**config.mk**
```make
export PLATFORM = sky130hd
export DESIGN_NAME = stepper_speed_ramp_regulator_flat
export DESIGN_NICKNAME = d
export VERILOG_FILES = /design/src/srr_pkg.sv /design/src/srr_if.sv /design/src/srr_ctrl.sv /design/src/srr_datapath.sv /design/src/stepper_speed_ramp_regulator.sv /design/src/flat_wrapper.sv
export SDC_FILE = /design/constraint.sdc
export NUM_CORES = 1
export LEC_CHECK = 0
export BUFFER_PORTS_ARGS = -buffer_cell sky130_fd_sc_hd__buf_4
export CORE_MARGIN = 8
export CORE_UTILIZATION = 60
export CTS_CLUSTER_SIZE = 8
export DETAILED_ROUTE_END_ITERATION = 10
export GPL_TIMING_DRIVEN = 0
export PLACE_DENSITY = 0.87
export SLEW_MARGIN = 25
export SYNTH_ARGS = -nofsm -noshare
export SYNTH_HDL_FRONTEND = slang
export SYNTH_SLANG_ARGS = --single-unit
```
**constraint.sdc**
```tcl
create_clock -name clk_i -period 10.7 [get_ports clk_i]
set_clock_uncertainty 0.1 [all_clocks]
set_input_delay 3.21 -clock clk_i [delete_from_list [all_inputs] [get_ports clk_i]]
set_output_delay 3.21 -clock clk_i [all_outputs]
set_load 0.05 [all_outputs]
```
**src/srr_pkg.sv**
```systemverilog
// Shared constants, configuration register indexes and controller/datapath
// command and status types for the stepper speed ramp regulator.
// Depends on nothing; every other file of the block uses it.
`timescale 1ns / 1ps

package srr_pkg;

  // Default geometry of the speed distance and its square root.
  localparam int unsigned DISTANCE_BITS_DEF = 32;
  localparam int unsigned ROOT_BITS_DEF     = 16;

  // Fixed widths of the channel fields.
  localparam int unsigned DIST_PORT_W = 32;
  localparam int unsigned ROOT_PORT_W = 16;
  localparam int unsigned DELAY_W     = 32;
  localparam int unsigned STEP_W      = 8;

  // Largest decrease of the speed distance per deceleration jump.
  localparam int unsigned JUMP_W   = 16;
  localparam int unsigned JUMP_MAX = 65535;

  // Configuration port.
  localparam int unsigned CFG_IDX_W  = 2;
  localparam int unsigned CFG_DATA_W = 32;

  localparam logic [CFG_IDX_W-1:0] CFG_TARGET_DELAY = 2'd0;
  localparam logic [CFG_IDX_W-1:0] CFG_DELAY_SCALE  = 2'd1;
  localparam logic [CFG_IDX_W-1:0] CFG_RAMP_STEP    = 2'd2;

  localparam logic [STEP_W-1:0] RAMP_STEP_RST = 8'd1;

  // Commands from the controller to the datapath.
  typedef struct packed {
    logic load;       // take the input beat and apply the new-move flag
    logic decide;     // apply the regulation rule and set up the root walk
    logic walk;       // one step of the root walk
    logic div_start;  // start recomputing the step delay from the root
    logic div_step;   // one quotient bit
    logic publish;    // load the output register
  } srr_cmd_t;

  // Status from the datapath to the controller.
  typedef struct packed {
    logic walk_done;
    logic root_moved;
    logic div_done;
  } srr_status_t;

endpackage

```
**src/srr_if.sv**
```systemverilog
// Valid/ready channel interfaces for the stepper speed ramp regulator:
// one carries the tick input, the other the per-tick result.
// Depends on srr_pkg for the field widths.
`timescale 1ns / 1ps

interface srr_in_if;
  logic                             valid;
  logic                             ready;
  logic [srr_pkg::DIST_PORT_W-1:0]  remaining_distance;
  logic                             new_move;

  modport source (output valid, output remaining_distance, output new_move, input ready);
  modport sink   (input valid, input remaining_distance, input new_move, output ready);
endinterface

interface srr_out_if;
  logic                             valid;
  logic                             ready;
  logic [srr_pkg::DIST_PORT_W-1:0]  ramp_distance;
  logic [srr_pkg::ROOT_PORT_W-1:0]  ramp_root;
  logic [srr_pkg::DELAY_W-1:0]      step_delay;
  logic                             delay_changed;
  logic                             speed_reached;

  modport source (output valid, output ramp_distance, output ramp_root, output step_delay,
                  output delay_changed, output speed_reached, input ready);
  modport sink   (input valid, input ramp_distance, input ramp_root, input step_delay,
                  input delay_changed, input speed_reached, output ready);
endinterface

```
**src/srr_ctrl.sv**
```systemverilog
// Sequencer of the stepper speed ramp regulator: steps one tick through
// decision, root walk, delay division and output, and owns the output valid.
// Depends on srr_pkg for the command and status types.
`timescale 1ns / 1ps

module srr_ctrl (
  input  logic                 clk_i,
  input  logic                 rst_ni,
  input  logic                 in_valid_i,
  output logic                 in_ready_o,
  output logic                 out_valid_o,
  input  logic                 out_ready_i,
  input  srr_pkg::srr_status_t status_i,
  output srr_pkg::srr_cmd_t    cmd_o
);

  localparam logic [2:0] S_IDLE   = 3'd0;
  localparam logic [2:0] S_DECIDE = 3'd1;
  localparam logic [2:0] S_WALK   = 3'd2;
  localparam logic [2:0] S_DIV    = 3'd3;
  localparam logic [2:0] S_DONE   = 3'd4;

  logic [2:0] state_q, state_d;
  logic       out_valid_q, out_valid_d;

  assign in_ready_o  = (state_q == S_IDLE);
  assign out_valid_o = out_valid_q;

  // Next state and commands.
  always_comb begin
    state_d = state_q;
    cmd_o   = '0;
    case (state_q)
      S_IDLE: begin
        if (in_valid_i) begin
          cmd_o.load = 1'b1;
          state_d    = S_DECIDE;
        end
      end
      S_DECIDE: begin
        cmd_o.decide = 1'b1;
        state_d      = S_WALK;
      end
      S_WALK: begin
        cmd_o.walk = 1'b1;
        if (status_i.walk_done) begin
          if (status_i.root_moved) begin
            cmd_o.div_start = 1'b1;
            state_d         = S_DIV;
          end else begin
            state_d = S_DONE;
          end
        end
      end
      S_DIV: begin
        cmd_o.div_step = 1'b1;
        if (status_i.div_done) begin
          state_d = S_DONE;
        end
      end
      S_DONE: begin
        // The output register is free once its beat has gone or goes now.
        if (!out_valid_q || out_ready_i) begin
          cmd_o.publish = 1'b1;
          state_d       = S_IDLE;
        end
      end
      default: begin
        state_d = S_IDLE;
      end
    endcase
  end

  // Output valid: set on publish, cleared when the beat is taken.
  always_comb begin
    out_valid_d = out_valid_q;
    if (cmd_o.publish) begin
      out_valid_d = 1'b1;
    end else if (out_ready_i) begin
      out_valid_d = 1'b0;
    end
  end

  always_ff @(posedge clk_i or negedge rst_ni) begin
    if (!rst_ni) begin
      state_q     <= S_IDLE;
      out_valid_q <= 1'b0;
    end else begin
      state_q     <= state_d;
      out_valid_q <= out_valid_d;
    end
  end

endmodule

```
**src/srr_datapath.sv**
```systemverilog
// Datapath of the stepper speed ramp regulator: configuration registers,
// speed distance with its incrementally walked square root, a bit-serial
// delay divider and the output register. Depends on srr_pkg.
`timescale 1ns / 1ps

module srr_datapath #(
  parameter int unsigned DISTANCE_BITS = srr_pkg::DISTANCE_BITS_DEF,
  parameter int unsigned ROOT_BITS     = srr_pkg::ROOT_BITS_DEF
) (
  input  logic                              clk_i,
  input  logic                              rst_ni,
  input  srr_pkg::srr_cmd_t                 cmd_i,
  output srr_pkg::srr_status_t              status_o,
  input  logic                              cfg_we_i,
  input  logic [srr_pkg::CFG_IDX_W-1:0]     cfg_index_i,
  input  logic [srr_pkg::CFG_DATA_W-1:0]    cfg_data_i,
  input  logic [srr_pkg::DIST_PORT_W-1:0]   remaining_distance_i,
  input  logic                              new_move_i,
  output logic [srr_pkg::DIST_PORT_W-1:0]   ramp_distance_o,
  output logic [srr_pkg::ROOT_PORT_W-1:0]   ramp_root_o,
  output logic [srr_pkg::DELAY_W-1:0]       step_delay_o,
  output logic                              delay_changed_o,
  output logic                              speed_reached_o
);

  localparam int unsigned DistW   = DISTANCE_BITS;
  localparam int unsigned RootW   = ROOT_BITS;
  localparam int unsigned GapW    = ROOT_BITS + 1;
  localparam int unsigned KW      = (DistW < srr_pkg::JUMP_W) ? DistW : srr_pkg::JUMP_W;
  localparam int unsigned CW      = (GapW > KW) ? GapW : KW;
  localparam int unsigned CapBits = (2 * RootW < DistW) ? 2 * RootW : DistW;
  localparam int unsigned DelayW  = srr_pkg::DELAY_W;
  localparam int unsigned DivCntW = $clog2(DelayW + 1);

  // Largest distance whose root fits the root register.
  localparam logic [DistW-1:0] DistLimit = {DistW{1'b1}} >> (DistW - CapBits);
  localparam logic [DistW-1:0] JumpLimit = DistW'(srr_pkg::JUMP_MAX);

  // Configuration registers.
  logic [DelayW-1:0]         target_q;
  logic [DelayW-1:0]         scale_q;
  logic [srr_pkg::STEP_W-1:0] step_q;

  // Regulation state.
  logic [DistW-1:0]  dist_q, dist_d;
  logic [RootW-1:0]  root_q, root_d;
  logic [GapW-1:0]   lower_q, lower_d;
  logic [GapW-1:0]   upper_q, upper_d;
  logic [GapW-1:0]   odd_q, odd_d;
  logic [DelayW-1:0] delay_q, delay_d;
  logic              accel_q, accel_d;
  logic              armed_q, armed_d;
  logic              not_reached_q, not_reached_d;

  // Per-tick working registers.
  logic [srr_pkg::DIST_PORT_W-1:0] rem_q, rem_d;
  logic [RootW-1:0]  root_before_q, root_before_d;
  logic [KW-1:0]     walk_k_q, walk_k_d;
  logic              walk_down_q, walk_down_d;
  logic              walk_busy_q, walk_busy_d;
  logic [RootW-1:0]  div_rem_q, div_rem_d;
  logic [DivCntW-1:0] div_cnt_q, div_cnt_d;

  // Regulation decode.
  logic             jump;
  logic [DistW-1:0] diff;
  logic [DistW-1:0] diff_clamp;
  logic [DistW-1:0] step_dist;
  logic [DistW-1:0] room;
  logic [DistW-1:0] raise_amt;
  logic [DistW-1:0] lower_amt;
  logic             do_raise;
  logic             do_lower;

  // Walk and divide helpers.
  logic [CW-1:0]    k_x;
  logic [CW-1:0]    upper_x;
  logic [CW-1:0]    lower_x;
  logic [RootW:0]   div_shift;
  logic             div_ge;
  logic             root_moved;

  assign root_moved = (root_q != root_before_q);

  assign status_o.walk_done  = !walk_busy_q;
  assign status_o.root_moved = root_moved;
  assign status_o.div_done   = (div_cnt_q == '0);

  // Configuration writes; indexes past the list are ignored.
  always_ff @(posedge clk_i or negedge rst_ni) begin
    if (!rst_ni) begin
      target_q <= '0;
      scale_q  <= '0;
      step_q   <= srr_pkg::RAMP_STEP_RST;
    end else if (cfg_we_i) begin
      case (cfg_index_i)
        srr_pkg::CFG_TARGET_DELAY: target_q <= cfg_data_i;
        srr_pkg::CFG_DELAY_SCALE:  scale_q  <= cfg_data_i;
        srr_pkg::CFG_RAMP_STEP:    step_q   <= cfg_data_i[srr_pkg::STEP_W-1:0];
        default: begin
        end
      endcase
    end
  end

  // Jump, raise and lower amounts for the decision cycle.
  always_comb begin
    jump       = (rem_q < srr_pkg::DIST_PORT_W'(dist_q));
    diff       = dist_q - DistW'(rem_q);
    diff_clamp = (diff > JumpLimit) ? JumpLimit : diff;
    step_dist  = DistW'(step_q);
    room       = DistLimit - dist_q;
    raise_amt  = (step_dist > room) ? room : step_dist;
    lower_amt  = jump ? diff_clamp : step_dist;
  end

  // Operands of one walk step and one divide step.
  always_comb begin
    k_x       = CW'(walk_k_q);
    upper_x   = CW'(upper_q);
    lower_x   = CW'(lower_q);
    div_shift = {div_rem_q, delay_q[DelayW-1]};
    div_ge    = (div_shift >= {1'b0, root_q});
  end

  // Next state of the datapath.
  always_comb begin
    dist_d        = dist_q;
    root_d        = root_q;
    lower_d       = lower_q;
    upper_d       = upper_q;
    odd_d         = odd_q;
    delay_d       = delay_q;
    accel_d       = accel_q;
    armed_d       = armed_q;
    not_reached_d = not_reached_q;
    rem_d         = rem_q;
    root_before_d = root_before_q;
    walk_k_d      = walk_k_q;
    walk_down_d   = walk_down_q;
    walk_busy_d   = walk_busy_q;
    div_rem_d     = div_rem_q;
    div_cnt_d     = div_cnt_q;
    do_raise      = 1'b0;
    do_lower      = 1'b0;

    if (cmd_i.load) begin
      // A new move re-arms regulation and loads the delay when stopped.
      rem_d         = remaining_distance_i;
      root_before_d = root_q;
      if (new_move_i) begin
        not_reached_d = 1'b1;
        if (dist_q == '0) begin
          delay_d = scale_q;
        end
      end
    end

    if (cmd_i.decide) begin
      if (jump) begin
        do_lower      = 1'b1;
        not_reached_d = 1'b1;
        armed_d       = 1'b0;
      end else if (not_reached_q) begin
        if (delay_q > target_q) begin
          if (!accel_q && armed_q) begin
            delay_d       = target_q;
            not_reached_d = 1'b0;
          end else begin
            do_raise = 1'b1;
            accel_d  = 1'b1;
            armed_d  = 1'b1;
          end
        end else if (delay_q < target_q) begin
          if (accel_q && armed_q) begin
            delay_d       = target_q;
            not_reached_d = 1'b0;
          end else begin
            do_lower = 1'b1;
            accel_d  = 1'b0;
            armed_d  = 1'b1;
          end
        end
      end

      if (do_raise) begin
        dist_d      = dist_q + raise_amt;
        walk_k_d    = KW'(raise_amt);
        walk_down_d = 1'b0;
        walk_busy_d = 1'b1;
      end else if (do_lower) begin
        if (lower_amt >= dist_q) begin
          // Lowering to or past zero clears distance and root at once.
          dist_d  = '0;
          root_d  = '0;
          lower_d = GapW'(1);
          upper_d = GapW'(1);
          odd_d   = GapW'(1);
        end else begin
          dist_d      = dist_q - lower_amt;
          walk_k_d    = KW'(lower_amt);
          walk_down_d = 1'b1;
          walk_busy_d = 1'b1;
        end
      end
    end

    // One step of the root walk across the odd-number bounds.
    if (cmd_i.walk && walk_busy_q) begin
      if (!walk_down_q) begin
        if (upper_x <= k_x) begin
          walk_k_d = KW'(k_x - upper_x);
          root_d   = root_q + RootW'(1);
          odd_d    = odd_q + GapW'(2);
          lower_d  = GapW'(1);
          upper_d  = odd_q + GapW'(2);
        end else begin
          upper_d     = GapW'(upper_x - k_x);
          lower_d     = GapW'(lower_x + k_x);
          walk_busy_d = 1'b0;
        end
      end else begin
        if ((lower_x <= k_x) && (root_q != '0)) begin
          walk_k_d = KW'(k_x - lower_x);
          root_d   = root_q - RootW'(1);
          odd_d    = odd_q - GapW'(2);
          lower_d  = odd_q - GapW'(2);
          upper_d  = GapW'(1);
        end else begin
          upper_d     = GapW'(upper_x + k_x);
          lower_d     = GapW'(lower_x - k_x);
          walk_busy_d = 1'b0;
        end
      end
    end

    // Delay recompute: a zero root takes the scale as it is.
    if (cmd_i.div_start) begin
      delay_d   = scale_q;
      div_rem_d = '0;
      div_cnt_d = (root_q == '0) ? '0 : DivCntW'(DelayW);
    end

    // Restoring division, one quotient bit per cycle shifted into the delay.
    if (cmd_i.div_step && (div_cnt_q != '0)) begin
      div_rem_d = div_ge ? RootW'(div_shift - {1'b0, root_q}) : RootW'(div_shift);
      delay_d   = {delay_q[DelayW-2:0], div_ge};
      div_cnt_d = div_cnt_q - DivCntW'(1);
    end
  end

  always_ff @(posedge clk_i or negedge rst_ni) begin
    if (!rst_ni) begin
      dist_q        <= '0;
      root_q        <= '0;
      lower_q       <= GapW'(1);
      upper_q       <= GapW'(1);
      odd_q         <= GapW'(1);
      delay_q       <= '0;
      accel_q       <= 1'b1;
      armed_q       <= 1'b0;
      not_reached_q <= 1'b0;
      walk_busy_q   <= 1'b0;
      div_cnt_q     <= '0;
    end else begin
      dist_q        <= dist_d;
      root_q        <= root_d;
      lower_q       <= lower_d;
      upper_q       <= upper_d;
      odd_q         <= odd_d;
      delay_q       <= delay_d;
      accel_q       <= accel_d;
      armed_q       <= armed_d;
      not_reached_q <= not_reached_d;
      walk_busy_q   <= walk_busy_d;
      div_cnt_q     <= div_cnt_d;
    end
  end

  // Working registers without reset.
  always_ff @(posedge clk_i) begin
    rem_q         <= rem_d;
    root_before_q <= root_before_d;
    walk_k_q      <= walk_k_d;
    walk_down_q   <= walk_down_d;
    div_rem_q     <= div_rem_d;
  end

  // Output register, loaded when the controller publishes a result.
  always_ff @(posedge clk_i) begin
    if (cmd_i.publish) begin
      ramp_distance_o <= srr_pkg::DIST_PORT_W'(dist_q);
      ramp_root_o     <= srr_pkg::ROOT_PORT_W'(root_q);
      step_delay_o    <= delay_q;
      delay_changed_o <= root_moved;
      speed_reached_o <= !not_reached_q;
    end
  end

endmodule

```
**src/stepper_speed_ramp_regulator.sv**
```systemverilog
// Top level of the stepper speed ramp regulator: joins the sequencer and the
// datapath to the tick and result channels and the configuration port.
// Depends on srr_pkg, srr_if, srr_ctrl and srr_datapath.
//
// Usage:
//   in_if carries one regulation tick per beat (remaining distance, new-move
//   flag); out_if returns exactly one result beat per tick, in order.
//   Configuration (target delay, delay scale, ramp step) is written through
//   cfg_we_i / cfg_index_i / cfg_data_i while no tick is in flight.
//   One tick is handled at a time. After the input beat the sequencer loads the
//   tick and decides, walks the root when the distance moves (one step per
//   crossed square bound plus one more that settles it), runs the delay divider
//   when the root changes to a nonzero value (one quotient bit per cycle) or
//   takes the scale as it is when the root drops to zero, and then loads the
//   output register. The sequencer is ready for the next tick in the cycle
//   after a result is loaded, so a tick is never taken before the last one is
//   loaded; the walk and the divider set the tick rate.
//   The output register holds a finished result while the receiver stalls;
//   the next tick is still taken and worked on, and waits in its last state
//   until the output register frees.
//   Reset clears distance, root and delay, loads ramp step 1, and leaves no
//   result pending.
`timescale 1ns / 1ps

module stepper_speed_ramp_regulator #(
  parameter int unsigned DISTANCE_BITS = srr_pkg::DISTANCE_BITS_DEF,
  parameter int unsigned ROOT_BITS     = srr_pkg::ROOT_BITS_DEF
) (
  input  logic                           clk_i,
  input  logic                           rst_ni,
  srr_in_if.sink                         in_if,
  srr_out_if.source                      out_if,
  input  logic                           cfg_we_i,
  input  logic [srr_pkg::CFG_IDX_W-1:0]  cfg_index_i,
  input  logic [srr_pkg::CFG_DATA_W-1:0] cfg_data_i
);

  srr_pkg::srr_cmd_t    cmd;
  srr_pkg::srr_status_t status;

  // Sequencer.
  srr_ctrl u_ctrl (
    .clk_i       (clk_i),
    .rst_ni      (rst_ni),
    .in_valid_i  (in_if.valid),
    .in_ready_o  (in_if.ready),
    .out_valid_o (out_if.valid),
    .out_ready_i (out_if.ready),
    .status_i    (status),
    .cmd_o       (cmd)
  );

  // Datapath.
  srr_datapath #(
    .DISTANCE_BITS (DISTANCE_BITS),
    .ROOT_BITS     (ROOT_BITS)
  ) u_datapath (
    .clk_i                (clk_i),
    .rst_ni               (rst_ni),
    .cmd_i                (cmd),
    .status_o             (status),
    .cfg_we_i             (cfg_we_i),
    .cfg_index_i          (cfg_index_i),
    .cfg_data_i           (cfg_data_i),
    .remaining_distance_i (in_if.remaining_distance),
    .new_move_i           (in_if.new_move),
    .ramp_distance_o      (out_if.ramp_distance),
    .ramp_root_o          (out_if.ramp_root),
    .step_delay_o         (out_if.step_delay),
    .delay_changed_o      (out_if.delay_changed),
    .speed_reached_o      (out_if.speed_reached)
  );

endmodule

```
**src/flat_wrapper.sv**
```systemverilog
// flat-port wrapper written by rule: the top's interface ports become plain ports
module stepper_speed_ramp_regulator_flat 
#(
  parameter int unsigned DISTANCE_BITS = srr_pkg::DISTANCE_BITS_DEF,
  parameter int unsigned ROOT_BITS     = srr_pkg::ROOT_BITS_DEF
)
  (clk_i, rst_ni, cfg_we_i, cfg_index_i, cfg_data_i, in_if_valid, in_if_remaining_distance, in_if_new_move, in_if_ready, out_if_valid, out_if_ramp_distance, out_if_ramp_root, out_if_step_delay, out_if_delay_changed, out_if_speed_reached, out_if_ready);
  srr_in_if in_if_i ();
  srr_out_if out_if_i ();
  input  logic clk_i;
  input  logic rst_ni;
  input  logic cfg_we_i;
  input  logic [srr_pkg::CFG_IDX_W-1:0] cfg_index_i;
  input  logic [srr_pkg::CFG_DATA_W-1:0] cfg_data_i;
  input wire logic [$bits(in_if_i.valid)-1:0] in_if_valid;
  input wire logic [$bits(in_if_i.remaining_distance)-1:0] in_if_remaining_distance;
  input wire logic [$bits(in_if_i.new_move)-1:0] in_if_new_move;
  output wire logic [$bits(in_if_i.ready)-1:0] in_if_ready;
  output wire logic [$bits(out_if_i.valid)-1:0] out_if_valid;
  output wire logic [$bits(out_if_i.ramp_distance)-1:0] out_if_ramp_distance;
  output wire logic [$bits(out_if_i.ramp_root)-1:0] out_if_ramp_root;
  output wire logic [$bits(out_if_i.step_delay)-1:0] out_if_step_delay;
  output wire logic [$bits(out_if_i.delay_changed)-1:0] out_if_delay_changed;
  output wire logic [$bits(out_if_i.speed_reached)-1:0] out_if_speed_reached;
  input wire logic [$bits(out_if_i.ready)-1:0] out_if_ready;
  assign in_if_i.valid = in_if_valid;
  assign in_if_i.remaining_distance = in_if_remaining_distance;
  assign in_if_i.new_move = in_if_new_move;
  assign in_if_ready = in_if_i.ready;
  assign out_if_valid = out_if_i.valid;
  assign out_if_ramp_distance = out_if_i.ramp_distance;
  assign out_if_ramp_root = out_if_i.ramp_root;
  assign out_if_step_delay = out_if_i.step_delay;
  assign out_if_delay_changed = out_if_i.delay_changed;
  assign out_if_speed_reached = out_if_i.speed_reached;
  assign out_if_i.ready = out_if_ready;
  stepper_speed_ramp_regulator #(.DISTANCE_BITS(DISTANCE_BITS), .ROOT_BITS(ROOT_BITS)) u_core (.clk_i(clk_i), .rst_ni(rst_ni), .in_if(in_if_i), .out_if(out_if_i), .cfg_we_i(cfg_we_i), .cfg_index_i(cfg_index_i), .cfg_data_i(cfg_data_i));
endmodule
```
==> Word-level counts from Yosys, hierarchy flattened <==
Index checks and enable logic that the tools add are counted.
{ "word_totals": {"register_bits": 380, "output_inout_bits": 84} }
{ "classes": {"bitwise": 1, "n_eq_ne": 17, "add_sub_neg": 16, "n_lt_le_gt_ge": 9, "reduce_logical": 34, "mux": 116} }
{ "ops": {"columns": ["operator", "n"], "rows": [
  ["32-bit two-way mux", 18],
  ["17-bit two-way mux", 20],
  ["16-bit two-way mux", 19],
  ["32-bit < comparator", 2],
  ["32-bit subtractor", 2],
  ["1-bit two-way mux", 49],
  ["16-bit subtractor", 3],
  ["17-bit by 16-bit adder with 17-bit output", 2],
  ["17-bit by 16-bit less-or-equal comparator with 1-bit output", 2],
  ["17-bit by 16-bit subtractor with 17-bit output", 2],
  ["32-bit adder", 1],
  ["32-bit >= comparator", 1],
  ["32-bit by 16-bit > comparator with 1-bit output (second input constant)", 1],
  ["32-bit > comparator", 1],
  ["8-bit by 32-bit > comparator with 1-bit output", 1],
  ["32-bit logical NOT", 1],
  ["32-bit subtractor (first input constant)", 1],
  ["6-bit two-way mux", 3],
  ["17-bit by 2-bit adder with 17-bit output (second input constant)", 1],
  ["17-bit by 16-bit >= comparator with 1-bit output", 1],
  ["17-bit by 2-bit subtractor with 17-bit output (second input constant)", 1],
  ["16-bit by 1-bit adder with 16-bit output (second input constant)", 1],
  ["16-bit logical NOT", 1],
  ["16-bit inequality test", 1],
  ["other kinds (29)", 58]
]} }

==> Logic depth before layout (Yosys ltp) <==
Gate-level depths: netlist (run 1).
{ "depth": {"ltp_word": 13, "ltp_mapped": 29, "ltp_nobuf": 27} }

==> By module <==
A second synthesis (run 1) with hierarchy kept.
{ "unflattened": {"hier_cells": 3092, "hier_area_um2": 28034.4} }
{ "by_module_without_submodules": {"columns": ["mod", "seq_area_each_um2", "cells_each", "n_inst", "area_per_inst_um2"], "rows": [
  ["srr_datapath", 10070.9, 3064, 1, 27769.1],
  ["srr_ctrl", 100.1, 28, 1, 265.3]
]} }

==> Worst setup path after synthesis (run 1) <==
No wires, ideal clock.
{ "synth_timing": {"kind": "flip-flop to flip-flop", "start": "register u_core.u_datapath.dist_q[0]", "end": "register u_core.u_datapath.upper_q[16]", "required_time_ns": 10.474, "path_buffers": 4, "arrival_ns": 6.135, "stages_incl_launch_ff": 29, "path_slack_ns": 4.339, "period_less_slack_ns": 6.361, "cell_sequence": "dfrtp_1 -> inv_1 -> ha_1 -> fa_1 -> nor2b_4 -> o31a_1 -> o211ai_2 -> a21boi_2 -> or4b_1 -> o311ai_1 -> nand3_1 -> or4_1 -> buf_2 -> or2_1 -> buf_6 -> buf_6 -> o22ai_1 -> ha_1 -> a211oi_1 -> o21ai_0 -> a21oi_1 -> o31a_1 -> o221ai_1 -> a31oi_2 -> o211ai_2 -> and2_1 -> clkbuf_1 -> o21a_1 -> a221o_1"} }
{ "synth_between": {"elab_chain_len": 7} }
{ "synth_lines": {"columns": ["element", "line_no", "source"], "rows": [
  ["from (decl)", "srr_datapath.sv:45", "logic [DistW-1:0] dist_q, dist_d;"],
  ["from (signal assigned)", "srr_datapath.sv:266", "dist_q <= dist_d;"],
  ["32-bit subtractor", "srr_datapath.sv:109", "diff = dist_q - DistW'(rem_q);"],
  ["32-bit by 16-bit > comparator with 1-bit output", "srr_datapath.sv:110", "diff_clamp = (diff > JumpLimit) ? JumpLimit : diff;"],
  ["32-bit two-way mux", "srr_datapath.sv:110", null],
  ["32-bit two-way mux", "srr_datapath.sv:114", "lower_amt = jump ? diff_clamp : step_dist;"],
  ["32-bit >= comparator", "srr_datapath.sv:192", "if (lower_amt >= dist_q) begin"],
  ["2-bit nonzero test (no line)", null, null],
  ["4-bit AND reduction (no line) (*)", null, null],
  ["to (signal assigned)", "srr_datapath.sv:257", "upper_q <= GapW'(1);"],
  ["to (signal assigned)", "srr_datapath.sv:269", "upper_q <= upper_d;"],
  ["to (decl)", "srr_datapath.sv:48", "logic [GapW-1:0] upper_q, upper_d;"]
]} }
Mark *: on every way between the ends. The rest lies on a longest branch, timed or not. The select of a mux whose other input is x is not followed.
A chain may end at the register's enable or synchronous reset.

==> Worst setup path after layout (run 1) <==
{ "layout_timing": {"start": "register u_core.u_datapath.dist_q[0]", "end": "register u_core.u_datapath.walk_k_q[2]"} }
{ "layout_between": {"elab_chain_len": 12} }
{ "layout_lines": {"columns": ["element", "line_no", "source"], "rows": [
  ["32-bit subtractor", "srr_datapath.sv:109", null],
  ["32-bit by 16-bit > comparator with 1-bit output", "srr_datapath.sv:110", null],
  ["32-bit two-way mux", "srr_datapath.sv:110", null],
  ["32-bit two-way mux", "srr_datapath.sv:114", null],
  ["32-bit >= comparator", "srr_datapath.sv:192", null],
  ["16-bit two-way mux", "srr_datapath.sv:192", null],
  ["16-bit two-way mux", "srr_datapath.sv:191", "end else if (do_lower) begin"],
  ["16-bit two-way mux (*)", "srr_datapath.sv:186", "if (do_raise) begin"],
  ["16-bit two-way mux (*)", "srr_datapath.sv:159", "if (cmd_i.decide) begin"],
  ["16-bit two-way mux, on equally long branches", "srr_datapath.sv:211, srr_datapath.sv:223", null],
  ["16-bit two-way mux", "srr_datapath.sv:210", "if (!walk_down_q) begin"],
  ["16-bit two-way mux (*)", "srr_datapath.sv:209", "if (cmd_i.walk && walk_busy_q) begin"],
  ["named net u_core.u_datapath.walk_k_d[2]", "srr_datapath.sv:58", "logic [KW-1:0] walk_k_q, walk_k_d;"],
  ["to (signal assigned)", "srr_datapath.sv:284", "walk_k_q <= walk_k_d;"],
  ["to (decl)", "srr_datapath.sv:58", null]
]} }
Mark *: on every way through the listed nets, which the timed path passes. The rest lies on a longest branch. The select of a mux whose other input is x is not followed.

==> results of run 1 <==
[critical path: cells and delay by family, from the launching register on]
family | cells | cell delay [ns]
buffers and inverters | 5 | 1.10
and+or+nand+nor | 5 | 1.14
DFF | 1 | 0.57
adders and majority gates | 3 | 1.03
AOI/OAI and AO/OA | 15 | 4.34
[state kept, by name, indices dropped and copies added (netlist names), 3 cells and up]
signal	flops
u_core.u_datapath.dist_q	32
u_core.u_datapath.delay_q	32
u_core.u_datapath.upper_q	17
u_core.u_datapath.div_cnt_q	6
u_core.u_datapath.lower_q	17
u_core.u_datapath.walk_k_q	16
u_core.u_datapath.root_before_q	16
u_core.u_datapath.target_q	32
u_core.u_datapath.div_rem_q	16
u_core.u_datapath.ramp_distance_o	32
u_core.u_ctrl.state_q	3
u_core.u_datapath.rem_q	32
u_core.u_datapath.scale_q	32
u_core.u_datapath.step_q	8
u_core.u_datapath.step_delay_o	32
u_core.u_datapath.ramp_root_o	16
u_core.u_datapath.odd_q	17
u_core.u_datapath.root_q	16
[power groups by stage]
stage	sequential, mW	clock, mW	combinational (mW)
5_1_grt	2.63	1.72	7.87
2_1_floorplan	2.39	0	5.12
4_1_cts	2.58	1.67	7.02
3_3_place_gp	2.57	0	6.69
3_5_place_dp	2.59	0	6.93
6_report	2.61	1.66	7.28
[through the flow]
stage	utilization	std cells	total power [mW]	area (sq um)
after floorplan	-	3091	7.51	27500
after global placement	0.650	3846	9.26	29400
after detailed placement	0.653	3851	9.52	29500
after CTS	0.690	3951	11.3	31200
after global routing	0.690	3951	12.2	31200
final	0.690	3952	11.6	31200
[per-layer routing]
metal  GRT usage  vias to the layer above  wire length, microns
li1            -                    11800                     -
met1       0.422                    12600                 34700
met2       0.536                     1821                 41700
met3      0.0772                      446                  9950
met4       0.185                        6                  5700
met5           0                        -                    34
[worst paths after layout]
check,start,to,cells after the start
max,u_core.u_datapath.dist_q[0],u_core.u_datapath.walk_k_q[2],28
min,u_core.u_datapath.root_q[14],u_core.u_datapath.root_before_q[14],0
max reg2reg,u_core.u_datapath.dist_q[0],u_core.u_datapath.walk_k_q[2],28
min reg2reg,u_core.u_datapath.root_q[14],u_core.u_datapath.root_before_q[14],0
max in group asynchronous,rst_ni,u_core.u_datapath.delay_q[19],3
min in group asynchronous,rst_ni,u_core.u_datapath.upper_q[13],1
[cell type report]
type | count | area (sq um) | share of cell area
plain buffers | 163 | 634 | 0.0204
repair buffers | 160 | 1280 | 0.0411
well taps | 600 | 751 | 0.0241
clock buffers | 96 | 1550 | 0.0497
inverters | 200 | 751 | 0.0241
clock inverters | 4 | 95.1 | 0.00305
flip-flops and latches | 380 | 10200 | 0.326
diodes | 1 | 2.50 | 0.0000803
multi-input cells | 2348 | 15900 | 0.511
[cell usage in the layout (no fill, tap or decap), types with 114 or more instances in the layout]
master,n
a21oi_1,257
buf_4,155
clkbuf_1,180
dfrtp_1,212
edfxtp_1,147
ha_1,229
inv_1,198
nand2_1,210
nor2_1,245
o21ai_0,236
xnor2_1,114
[cell families after synthesis]
| logic type | synth area share |
|---|---|
| AOI/OAI and AO/OA | 0.228 |
| and+or+nand+nor | 0.156 |
| DFF | 0.371 |
| buffers and inverters | 0.0506 |
| adders and majority gates | 0.112 |
| xor gates and xnor gates | 0.0553 |
| muxes | 0.0265 |
| other | 0.000137 |
==> impl_metrics.tcl, run 1 <==
set metrics [dict create \
    crit_required_ns 11.06 \
    cp-start-kind "register" \
    synth_area_sq_um 27400 \
    async_reset_ff_frac 0.571 \
    maxCapViolCount 0 \
    dieArea_sq_um 52800 \
    ios 156 \
    rsz0062_at_grt "false" \
    reg2reg_slack_ns 2.28 \
    worst_slack_ns 2.28 \
    ctsLongestPathBuffers 3 \
    cp-end-kind "register" \
    seq_area_frac_synth 0.371 \
    avgSynthCellArea_sq_um 8.91 \
    clock_latency_ns 0.63 \
    start_util 0.606 \
    dp_slack_ns 2.65 \
    tns_ns 0 \
    cts_tree "done" \
    max_freq_ghz 0.119 \
    cts_buffers 54 \
    p_int_mw 5.71 \
    slowest_stage "dfrtp_1" \
    synthFlopType "dfrtp_1" \
    status "complete, no violations" \
    yosys.area.top_type "dfrtp_1" \
    netlist_top_cells_count "257 x a21oi_1, 245 x nor2_1, 236 x o21ai_0, 229 x ha_1, 212 x dfrtp_1" \
    grt_pass1_wl_microns 143000 \
    grt_pass1_vias 25900 \
    std_cell_rows 78 \
    synth.top_cell.area_share 0.194 \
    viasPerCell 6.73 \
    htree_levels 2 \
    yosys-top-cells-area "dfrtp_1 19%, edfxtp_1 16%, ha_1 10%, a21oi_1 4.7%, o21ai_0 4.3%" \
    grt_max_degree 86 \
    synth_warnings 0 \
    pwr-share-comb 0.631 \
    synthCells 3076 \
    clkTransAtPathRegs_ns 0.05 \
    fp.dieW_microns 230 \
    hold_viol_final 0 \
    post_cts_resized 0 \
    die_h_microns 230 \
    place.gp.congestion 1.08 \
    antenna_found_initial 3 \
    finalCriticalPeriod_ns 8.42 \
    hold-worst-slack_ns 0.382 \
    nFillCells 3460 \
    drc 0 \
    p_leak_nw 13.0 \
    synth_enable_flop_cells 147 \
    worst_ep_arrival_time_ns 8.79 \
    p_sw_mw 5.84 \
    timing.final.crit_share 0.787 \
    layout-area-overhead-vs-synth_pct 13.7 \
    first_iter_violations 3695 \
    fin_nets 3618 \
    cts_sinks 380 \
    setup_violations 0 \
    hpwl_microns 67100 \
    wire_per_inst_microns 23.3 \
    cts_setup_buffers 0 \
    relSlewSlack 0.240 \
    drv_slew 0 \
    hold_path.class "reg2reg" \
    grt_usage 0.337 \
    worst_path_largest_cell_delay_ns 0.57 \
    swShare 0.506 \
    synthDistinctLibCells 89 \
    power_frac_seq 0.226 \
    postRouteAntennaNets 0 \
    cts_hold_buf 0 \
    port_buffers 155 \
    worstSetupPathType "reg2reg" \
    vdd_ir_drop_max_mv 0.200 \
    ys_ff_latch 380 \
    worstMarginPinSlew_ns 1.13 \
    core_area_sq_um 45200 \
    cp_max_fo 10 \
    synth_most_common_cell "a21oi_1" \
    clockPowerShare 0.144 \
    drt_first_pass_iters 7 \
    wirelength_microns 92100 \
    via_count 26600 \
    gr-total-overflow 0 \
    powerDensity_nw_per_um2 371 \
    root_buffer "clkbuf_16" \
    drive_above_1_share 0.102 \
]
No activity file was read; power rests on OpenSTA's default activity.
==> run 2, diff against run 1 <==
clock period = 8.7 ns   (was 10.7 ns; I/O delays follow)
==> run 2 against run 1 <==
Net effect:
- critical path depth is 1 lower
- sequential cell count stayed put
- cell count unchanged
- core utilization unchanged
- sequential share of layout area is the same
- first-iteration DRC count did not move
- routed wire length is 0.14% higher
- total power is 23% higher
- combinational power increased by 23%
- largest cell class unchanged
==> impl_metrics.tcl, run 2 (synthesized netlist as in run 1, its figures left out) <==
set metrics [dict create \
    worstSetupPathType "reg2reg" \
    max_freq_ghz 0.119 \
    powerDensity_nw_per_um2 456 \
    cts_buffers 54 \
    hold_viol_final 0 \
    grt_usage 0.337 \
    worst_ep_arrival_time_ns 8.82 \
    relSlewSlack 0.239 \
    dieArea_sq_um 52800 \
    final_common_cell "a21oi_1" \
    via_count 26600 \
    root_buffer "clkbuf_16" \
    reg2reg_slack_ns 0.29 \
    maxCapViolCount 0 \
    hold_path.class "reg2reg" \
    reg2reg_depth 27 \
    nFillCells 3460 \
    std_cell_rows 78 \
    cts_sinks 380 \
    core_area_sq_um 45200 \
    postRouteAntennaNets 0 \
    wirelength_microns 92200 \
    setup_violations 0 \
    vdd_ir_drop_max_mv 0.246 \
    gr-total-overflow 0 \
    whs_path_depth 0 \
    dpl_cell_area_sq_um 29500 \
    hold_end "u_core.u_datapath.root_before_q[14]" \
    ios 156 \
    drv_slew 0 \
    p_total_mw 14.2 \
    antenna_found_initial 3 \
    r2r-start "u_core.u_datapath.dist_q[0]" \
    tns_ns 0 \
    clkTransAtPathRegs_ns 0.06 \
    htree_levels 2 \
    hpwl_microns 67100 \
    slowest_stage "nor2_1" \
    critPathTopFamily "compound AO/OA/AOI/OAI gates" \
    timing.final.crit_share 0.967 \
    clock_latency_ns 0.63 \
    drc 0 \
    die_h_microns 230 \
    worstHoldStart "u_core.u_datapath.root_q[14]" \
    instances_no_fill 3952 \
    stdcell_area_sq_um 31200 \
    dpl.cell_count 3851 \
    port_buffers 155 \
    drive_above_1_share 0.103 \
    r2r-end "u_core.u_datapath.walk_k_q[12]" \
    start_util 0.606 \
    cts_tree "done" \
    wire_per_inst_microns 23.3 \
    mostFrequentLayoutCells "257 x a21oi_1, 245 x nor2_1, 236 x o21ai_0, 229 x ha_1, 212 x dfrtp_1" \
    cp-end-kind "register" \
    drt_first_pass_iters 8 \
    critical_path.n_buffers_inverters 5 \
    grt_pass1_wl_microns 143000 \
    finalCriticalPeriod_ns 8.41 \
    cts_hold_buf 0 \
    status "complete, no violations" \
    post_cts_resized 0 \
    grt_max_degree 86 \
    fin_util 0.690 \
    worst_path_largest_cell_delay_ns 0.73 \
    cp_max_fo 10 \
    grt_pass1_vias 25900 \
    viasPerCell 6.73 \
    layout-area-overhead-vs-synth_pct 13.7 \
    place.gp.congestion 1.08 \
    worstMarginPinSlew_ns 1.13 \
    fin_nets 3618 \
    crit_required_ns 9.12 \
    fp.dieW_microns 230 \
    p_leak_nw 13.0 \
    cts_setup_buffers 0 \
    rsz0062_at_grt "false" \
    ctsLongestPathBuffers 3 \
    cp-start-kind "register" \
    first_iter_violations 3695 \
]
==> run 2: cell count changes in the layout (fill, tap and decap cells not counted), sizes merged <==
cell,change
inv,+1
clkinv,-1
==> run 2: how the worst max path moves through the flow <==
| stage | endpoint | slack (ns) | depth (start not counted) | start |
|---|---|---|---|---|
| 2_1_floorplan | u_core.u_datapath.upper_q[16] | 2.34 | 28 | u_core.u_datapath.dist_q[0] |
| 3_3_place_gp | u_core.u_datapath.walk_k_q[7] | 0.70 | 28 | u_core.u_datapath.dist_q[0] |
| 3_5_place_dp | u_core.u_datapath.walk_k_q[7] | 0.65 | 28 | u_core.u_datapath.dist_q[0] |
| 4_1_cts | u_core.u_datapath.walk_k_q[2] | 0.55 | 28 | u_core.u_datapath.dist_q[0] |
| 5_1_grt | u_core.u_datapath.walk_k_q[12] | 0.06 | 27 | u_core.u_datapath.dist_q[0] |
| 6_report | u_core.u_datapath.walk_k_q[12] | 0.29 | 27 | u_core.u_datapath.dist_q[0] |
==> run 2: stage by stage <==
step                      hold slack [ns]  setup WS (ns)
after floorplan                     0.340           2.34
after global placement              0.355          0.699
after detailed placement            0.365          0.649
after CTS                           0.380          0.552
after global routing                0.392         0.0553
final                               0.382          0.291
==> run 2: area by class of cell <==
cell class / instances / area [sq um] / share of cell area
Clock buffer: 96 / 1550 / 0.0497
Multi-Input combinational cell: 2348 / 15900 / 0.511
Antenna cell: 1 / 2.50 / 0.0000803
Timing Repair Buffer: 160 / 1280 / 0.0411
Tap cell: 600 / 751 / 0.0241
Inverter: 200 / 751 / 0.0241
Sequential cell: 380 / 10200 / 0.326
Buffer: 163 / 634 / 0.0204
Clock inverter: 4 / 95.1 / 0.00305
==> run 2: power by group <==
part | switching (mW) | internal, mW
Sequential | 0.728 | 2.48
Clock | 0.840 | 1.20
Combinational | 5.63 | 3.34
Total | 7.20 | 7.02
==> run 2: layer usage <==
layer | routed length (microns) | vias to the layer above | GRT usage
li1 | - | 11800 | -
met1 | 34800 | 12600 | 0.422
met2 | 41800 | 1802 | 0.536
met3 | 9910 | 428 | 0.0772
met4 | 5650 | 6 | 0.185
met5 | 34 | - | 0
